`config.mk`:
```
export PLATFORM = sky130hd
export DESIGN_NAME = ktci_ctrl
export DESIGN_NICKNAME = d
export VERILOG_FILES = /design/src/sv/ktci_pkg.sv /design/src/sv/ktci_ctrl.sv
export SDC_FILE = /design/constraint.sdc
export NUM_CORES = 1
export LEC_CHECK = 0
export ABC_CLOCK_PERIOD_IN_PS = 3900
export BUFFER_PORTS_ARGS = -buffer_cell sky130_fd_sc_hd__buf_2
export CORE_AREA = 2 2 39 41
export CTS_BUF_LIST = sky130_fd_sc_hd__clkbuf_2 sky130_fd_sc_hd__clkbuf_4 sky130_fd_sc_hd__clkbuf_8
export DETAILED_ROUTE_END_ITERATION = 8
export DIE_AREA = 0 0 41 43
export GPL_ROUTABILITY_DRIVEN = 0
export PLACE_DENSITY = 0.81
export SLEW_MARGIN = 0
export SYNTH_ARGS = -nofsm -noshare
export SYNTH_HDL_FRONTEND = slang
export SYNTH_SLANG_ARGS = --single-unit
```
`constraint.sdc`:
```
create_clock -name i_clk -period 3.9 [get_ports i_clk]
set_input_delay 0.78 -clock i_clk [delete_from_list [all_inputs] [get_ports i_clk]]
set_output_delay 0.78 -clock i_clk [all_outputs]
set_load 0.005 [all_outputs]
```
`src/sv/ktci_pkg.sv`:
```
`default_nettype none

package ktci_pkg;

    // table size default
    localparam int TABLE_DEPTH_DEF = 10;

    // entry geometry
    localparam int KEY_BYTES = 29;
    localparam int TAG_BYTES = 19;
    localparam int KEY_W     = KEY_BYTES * 8;
    localparam int TAG_W     = TAG_BYTES * 8;
    localparam int AMT_W     = 31;

    // command codes
    localparam logic [1:0] CMD_INSERT = 2'd0;
    localparam logic [1:0] CMD_REMOVE = 2'd1;
    localparam logic [1:0] CMD_SEARCH = 2'd2;
    localparam logic [1:0] CMD_LIST   = 2'd3;

    // result status codes
    localparam logic [2:0] ST_OK        = 3'd0;
    localparam logic [2:0] ST_FULL      = 3'd1;
    localparam logic [2:0] ST_DUPLICATE = 3'd2;
    localparam logic [2:0] ST_BAD_QTY   = 3'd3;
    localparam logic [2:0] ST_EMPTY     = 3'd4;
    localparam logic [2:0] ST_NOT_FOUND = 3'd5;

    // slot source select
    localparam logic [1:0] SL_ZERO   = 2'd0;
    localparam logic [1:0] SL_RDADDR = 2'd1;
    localparam logic [1:0] SL_COUNT  = 2'd2;
    localparam logic [1:0] SL_HIT    = 2'd3;

    // one stored entry
    typedef struct packed {
        logic [KEY_W-1:0] key;
        logic [TAG_W-1:0] tag;
        logic [AMT_W-1:0] amount;
    } t_entry;

    // controller to datapath commands
    typedef struct packed {
        logic       load;
        logic       rd_en;
        logic       hit_load;
        logic       ins_wr;
        logic       shift_wr;
        logic       emit;
        logic [2:0] status;
        logic [1:0] slot_sel;
        logic       data_en;
        logic       last;
        logic       cnt_inc;
        logic       cnt_dec;
    } t_dp_cmd;

    // datapath to controller status
    typedef struct packed {
        logic [1:0] command;
        logic       cnt_zero;
        logic       full;
        logic       amt_bad;
        logic       idx_lt_cnt;
        logic       rd_vld;
        logic       match;
        logic       rd_last;
    } t_dp_stat;

endpackage

`default_nettype wire

```
`src/sv/ktci_ctrl.sv`:
```
`default_nettype none

module ktci_ctrl import ktci_pkg::*; (
    input  logic     i_clk,
    input  logic     i_rst_n,
    input  logic     start,
    output logic     busy,
    input  t_dp_stat i_stat,
    output t_dp_cmd  o_cmd
);

    localparam logic [2:0] S_IDLE     = 3'd0;
    localparam logic [2:0] S_DISPATCH = 3'd1;
    localparam logic [2:0] S_SCAN     = 3'd2;
    localparam logic [2:0] S_SHIFT    = 3'd3;
    localparam logic [2:0] S_LIST     = 3'd4;

    logic [2:0] r_state;
    logic [2:0] n_state;
    t_dp_cmd    c;

    // sequencing
    always_comb begin
        n_state    = r_state;
        c          = '0;
        c.last     = 1'b1;
        c.status   = ST_OK;
        c.slot_sel = SL_ZERO;
        unique case (r_state)
            S_IDLE: begin
                if (start) begin
                    c.load  = 1'b1;
                    n_state = S_DISPATCH;
                end
            end
            S_DISPATCH: begin
                unique case (i_stat.command)
                    CMD_INSERT: begin
                        if (i_stat.full) begin
                            c.emit   = 1'b1;
                            c.status = ST_FULL;
                            n_state  = S_IDLE;
                        end else if (i_stat.cnt_zero) begin
                            // empty table, nothing to match
                            c.emit  = 1'b1;
                            n_state = S_IDLE;
                            if (i_stat.amt_bad) begin
                                c.status = ST_BAD_QTY;
                            end else begin
                                c.ins_wr   = 1'b1;
                                c.slot_sel = SL_COUNT;
                                c.cnt_inc  = 1'b1;
                            end
                        end else begin
                            n_state = S_SCAN;
                        end
                    end
                    CMD_LIST: begin
                        if (i_stat.cnt_zero) begin
                            c.emit   = 1'b1;
                            c.status = ST_EMPTY;
                            n_state  = S_IDLE;
                        end else begin
                            n_state = S_LIST;
                        end
                    end
                    default: begin
                        if (i_stat.cnt_zero) begin
                            c.emit   = 1'b1;
                            c.status = ST_EMPTY;
                            n_state  = S_IDLE;
                        end else begin
                            n_state = S_SCAN;
                        end
                    end
                endcase
            end
            S_SCAN: begin
                if (i_stat.match) begin
                    unique case (i_stat.command)
                        CMD_INSERT: begin
                            c.emit     = 1'b1;
                            c.status   = ST_DUPLICATE;
                            c.slot_sel = SL_RDADDR;
                            n_state    = S_IDLE;
                        end
                        CMD_REMOVE: begin
                            c.hit_load = 1'b1;
                            n_state    = S_SHIFT;
                        end
                        default: begin
                            c.emit     = 1'b1;
                            c.slot_sel = SL_RDADDR;
                            c.data_en  = 1'b1;
                            n_state    = S_IDLE;
                        end
                    endcase
                end else if (!i_stat.idx_lt_cnt && !i_stat.rd_vld) begin
                    // walked every entry with no match
                    c.emit  = 1'b1;
                    n_state = S_IDLE;
                    if (i_stat.command != CMD_INSERT) begin
                        c.status = ST_NOT_FOUND;
                    end else if (i_stat.amt_bad) begin
                        c.status = ST_BAD_QTY;
                    end else begin
                        c.ins_wr   = 1'b1;
                        c.slot_sel = SL_COUNT;
                        c.cnt_inc  = 1'b1;
                    end
                end else begin
                    c.rd_en = i_stat.idx_lt_cnt;
                end
            end
            S_SHIFT: begin
                c.shift_wr = 1'b1;
                if (!i_stat.idx_lt_cnt && !i_stat.rd_vld) begin
                    c.emit     = 1'b1;
                    c.slot_sel = SL_HIT;
                    c.cnt_dec  = 1'b1;
                    n_state    = S_IDLE;
                end else begin
                    c.rd_en = i_stat.idx_lt_cnt;
                end
            end
            S_LIST: begin
                c.rd_en = i_stat.idx_lt_cnt;
                if (i_stat.rd_vld) begin
                    c.emit     = 1'b1;
                    c.slot_sel = SL_RDADDR;
                    c.data_en  = 1'b1;
                    c.last     = i_stat.rd_last;
                    if (i_stat.rd_last) begin
                        n_state = S_IDLE;
                    end
                end
            end
            default: begin
                n_state = S_IDLE;
            end
        endcase
    end

    always_ff @(posedge i_clk) begin
        if (!i_rst_n) begin
            r_state <= S_IDLE;
        end else begin
            r_state <= n_state;
        end
    end

    assign busy  = (r_state != S_IDLE);
    assign o_cmd = c;

    // the final result of a transaction frees the block
    a_last_frees: assert property (@(posedge i_clk) disable iff (!i_rst_n)
        (o_cmd.emit && o_cmd.last) |=> !busy)
        else $error("block still busy after final result");

endmodule

`default_nettype wire

```
## After elaboration in Yosys (flattened, before gate mapping)

Cells that the tools add are included.

| cells by class | value |
|---|---|
| divide/modulo/power cells | 0 |
| $add $sub $neg | 0 |
| $mul | 0 |
| magnitude comparators | 0 |
| bitwise operators | 0 |
| multiplexer cells | 55 |
| reduce and logical (&&, ||, !) cells | 9 |
| shift operators | 0 |
| equality and inequality tests | 9 |

Operators with widths:

| operator | count |
|---|---|
| $mux W3 | 9 |
| $mux W1 | 23 |
| $mux W2 | 9 |
| $mux W6 | 3 |
| $pmux W3 S5 | 1 |
| $mux W4 | 3 |
| $pmux W3 S2 | 2 |
| $pmux W2 S4 | 1 |
| $eq A3 B2 Y1 const B | 2 |
| $ne A2 B2 Y1 const B | 3 |
| $pmux W1 S2 | 2 |
| $pmux W1 S4 | 1 |
| $eq A3 B1 Y1 const B | 1 |
| $eq A3 B3 Y1 const B | 1 |
| $logic_not A3 Y1 | 1 |
| $pmux W1 S3 | 1 |
| $reduce_and A3 Y1 | 1 |
| $reduce_bool A3 Y1 | 1 |
| $eq A2 B1 Y1 const B | 1 |
| $eq A2 B2 Y1 const B | 1 |
| $logic_not A1 Y1 | 2 |
| $logic_not A2 Y1 | 1 |
| $reduce_bool A2 Y1 | 1 |
| $reduce_or A2 Y1 | 1 |
| $logic_and A1 B1 Y1 | 1 |

| storage, ports and cells | value |
|---|---|
| bits in registers | 3 |
| logic and storage cells | 74 |
| bits of input ports | 12 |
| bits in latches | 0 |
| bits in writable memories | 0 |
| memories kept | 0 |
| memory bits (read-only) | 0 |

## Logic depth before layout (Yosys ltp)

| logic depth | value |
|---|---|
| word-level depth | 5 |
| depth in mapped cells | 5 |
| gate-level depth less buffers | 5 |

## Worst setup path before layout

Ideal clock, no wire load.

| timing path | value |
|---|---|
| kind | input to output |
| start point | in i_stat[3] (netlist name) |
| end point | out o_cmd[11] (netlist name) |
| slack | 1584 ps |
| cell stages on the path | 4 |
| required time | 3120 ps |
| arrival | 1536 ps |
| cell sequence | nor3_1 -> a2bb2oi_1 -> nor2_1 -> buf_4 |

RTL lines:

| item | RTL line | source |
|---|---|---|
| start, declared | ktci_ctrl.sv:8 | `input t_dp_stat i_stat,` |
| end, declared | ktci_ctrl.sv:9 | `output t_dp_cmd o_cmd` |

==> run metrics <==
most frequent cells in the layout=buf_2, inv_1, nand2_1, nor2b_1, clkbuf_4; Main synth FF type=dfxtp_1; root buffer cell=clkbuf_4; I/O Buffers=27; Worst setup EP type=primary output; initial DRC count=13; Post-DP Area=626 µm²; WP buf/inv=2; area of the multi-input gates=395 µm²; Final Hold Slack=0.727 ns; max reg flops=3; Remaining DRCs=0; H-tree depth=1; Most common cell on crit path=buf_2; drt pass-1 iters=4; register area=60.1 µm²; Site Rows=14; status=completed; design area=656 µm²; GRT Total Usage=16.6%; Vias per Instance=5.46; area leader, netlist=dfxtp_1; antenna violations before repair=0; Top Family by Delay on Critical Path=simple AND/OR/NAND/NOR gates; register bit count reported by yosys=3; Avg WL per Cell=12.2 µm; synthesized area per cell=7.89 µm²; VDD IR max=158 µV; Final #Nets=107; post-CTS sizing=0; ys async rst share=0%; CTS Sinks=3; Crit Path Class=input port to primary output; worst-path fanout max=5; share of layout cells above drive strength 1=44.0%; # setup viols final=0; number of distinct library cells after synthesis=35; MaxCap Viol Count=0; Slew HR=50.0%; Netlist Area Pre-Place=489 µm²; slowest stage delay, CP=0.49 ns; Die Footprint=1760 µm²; Layout Skew=0.00684 ns; Max Freq=0.379 GHz; Leakage=0.000322 µW; Final Max Tran Viols=0; Critical Path, Cell by Cell=buf_2 -> nor3_1 -> a2bb2oi_1 -> o21bai_1 -> buf_2; Worst-path clk slew=0.04 ns; first-pass GRT wire length=2010 µm; GRT Residual Overflow=0; hpwl dp=1040 µm; CP startpoint kind=input port; largest net degree at the start of global routing=12; Hold Fails Final Rpt=0; largest registers=r_state: 3 flops; Power Density=217 nW/µm²; Tightest Pin Transition=0.747 ns; core area=1380 µm²; Die Wd=41 µm; Ant. Diodes=0; Yosys warning total=0; clock period minus worst slack=2.64 ns; Clock Path Buffers=2; cts-stage hold buffer count=0; crit share post-route=67.6%; Biggest register=r_state; Setup Buffers After CTS=0; Data arrival, critical path=1.86 ns; initial core utilization=35.4%; Post-synth EDFFs=0; synth top area cells=dfxtp_1, ha_1, nor2b_1; worst min-delay path class=flip-flop to flip-flop; Post-Syn Nets=77; post-route ant nets=0; filler instances=142; CTS tree=built; Setup TNS=0 ns; Pwr Total=142 µW; CP max-delay cell=nor3_1; commonest non-fill, non-tap cell in the layout=buf_2; routed vias=584; sequential element share of the synthesized area=12.3%; area grow syn2layout=34.0%; Synth top area share=12.3%; vias in the first global route=488; die height=43 µm; WP data required=3.12 ns; later-pin clock latency in the skew report=0.25 ns; Mapped Cells=62; TritonCTS Buffers=3; Ports=28; RSZ-0062 raised after global routing=false; drt total wl=1300 µm
-- per-stage QoR --
stage	util (%)	cells	setup WS (ns)
2_1_floorplan	-	62	1.58
3_3_place_gp	45.2	103	1.32
3_5_place_dp	45.2	103	1.28
4_1_cts	47.4	107	1.27
5_1_grt	47.4	107	1.15
6_report	47.4	107	1.26
-- Yosys cell counts, drive strengths merged (2+ instances only) --
cell type and number:
nand2 5, o21ai 5, inv 4, nor2b 4
dfxtp 3, ha 3, nor2 3, nor3b 3
a21oi 2, a22oi 2, a2bb2oi 2, a31oi 2
a32oi 2, and2 2, buf 2, nand2b 2
nand3 2, nand3b 2, or2 2
-- layer usage --
layer  global-route usage [%]  wire length, µm  vias up
li1                         -                -      290
met1                     20.1              552      272
met2                     25.6              642       19
met3                     6.28               89        3
met4                     6.00               19        0
met5                        0                0        -
-- where the power goes --
part | internal, µW | leakage (µW) | switching (µW)
clock | 45.5 | 0.0000184 | 20.3
combinational | 19.5 | 0.000279 | 20.9
sequential | 32.5 | 0.0000245 | 3.36
-- layout make-up --
cell class                 instances  share of cell area [%]
timing repair buffer              27                    20.6
tap                               16                    3.05
clock buffer                       4                    4.58
inverter                           4                    2.29
multi-input combinational         53                    60.3
sequential                         3                    9.16
-- cells by family after synthesis --
kind of cell    share of synthesized area, %
compound gates                          29.2
flops                                   12.3
buf+inv                                 6.90
fa+ha+maj                               7.67
simple gates                            44.0
-- path summary, 6_finish.rpt --
path	from	endpoint	slack, ns	cells after the start
worst max-delay path	i_stat[3]	o_cmd[5]	1.26	5
worst max register to register	r_state[1]	r_state[1]	2.29	3
worst min register to register	r_state[1]	r_state[0]	0.73	2
worst min-delay path	r_state[1]	r_state[0]	0.73	2
-- worst register-to-register path: cells and delay by family, from the launching register on --
kind,cells,cell delay [ns]
AO/OA/AOI/OAI,2,0.42
flip-flops,1,0.45
AND/OR/NAND/NOR,1,0.68
(Power assumes the default switching activity.)
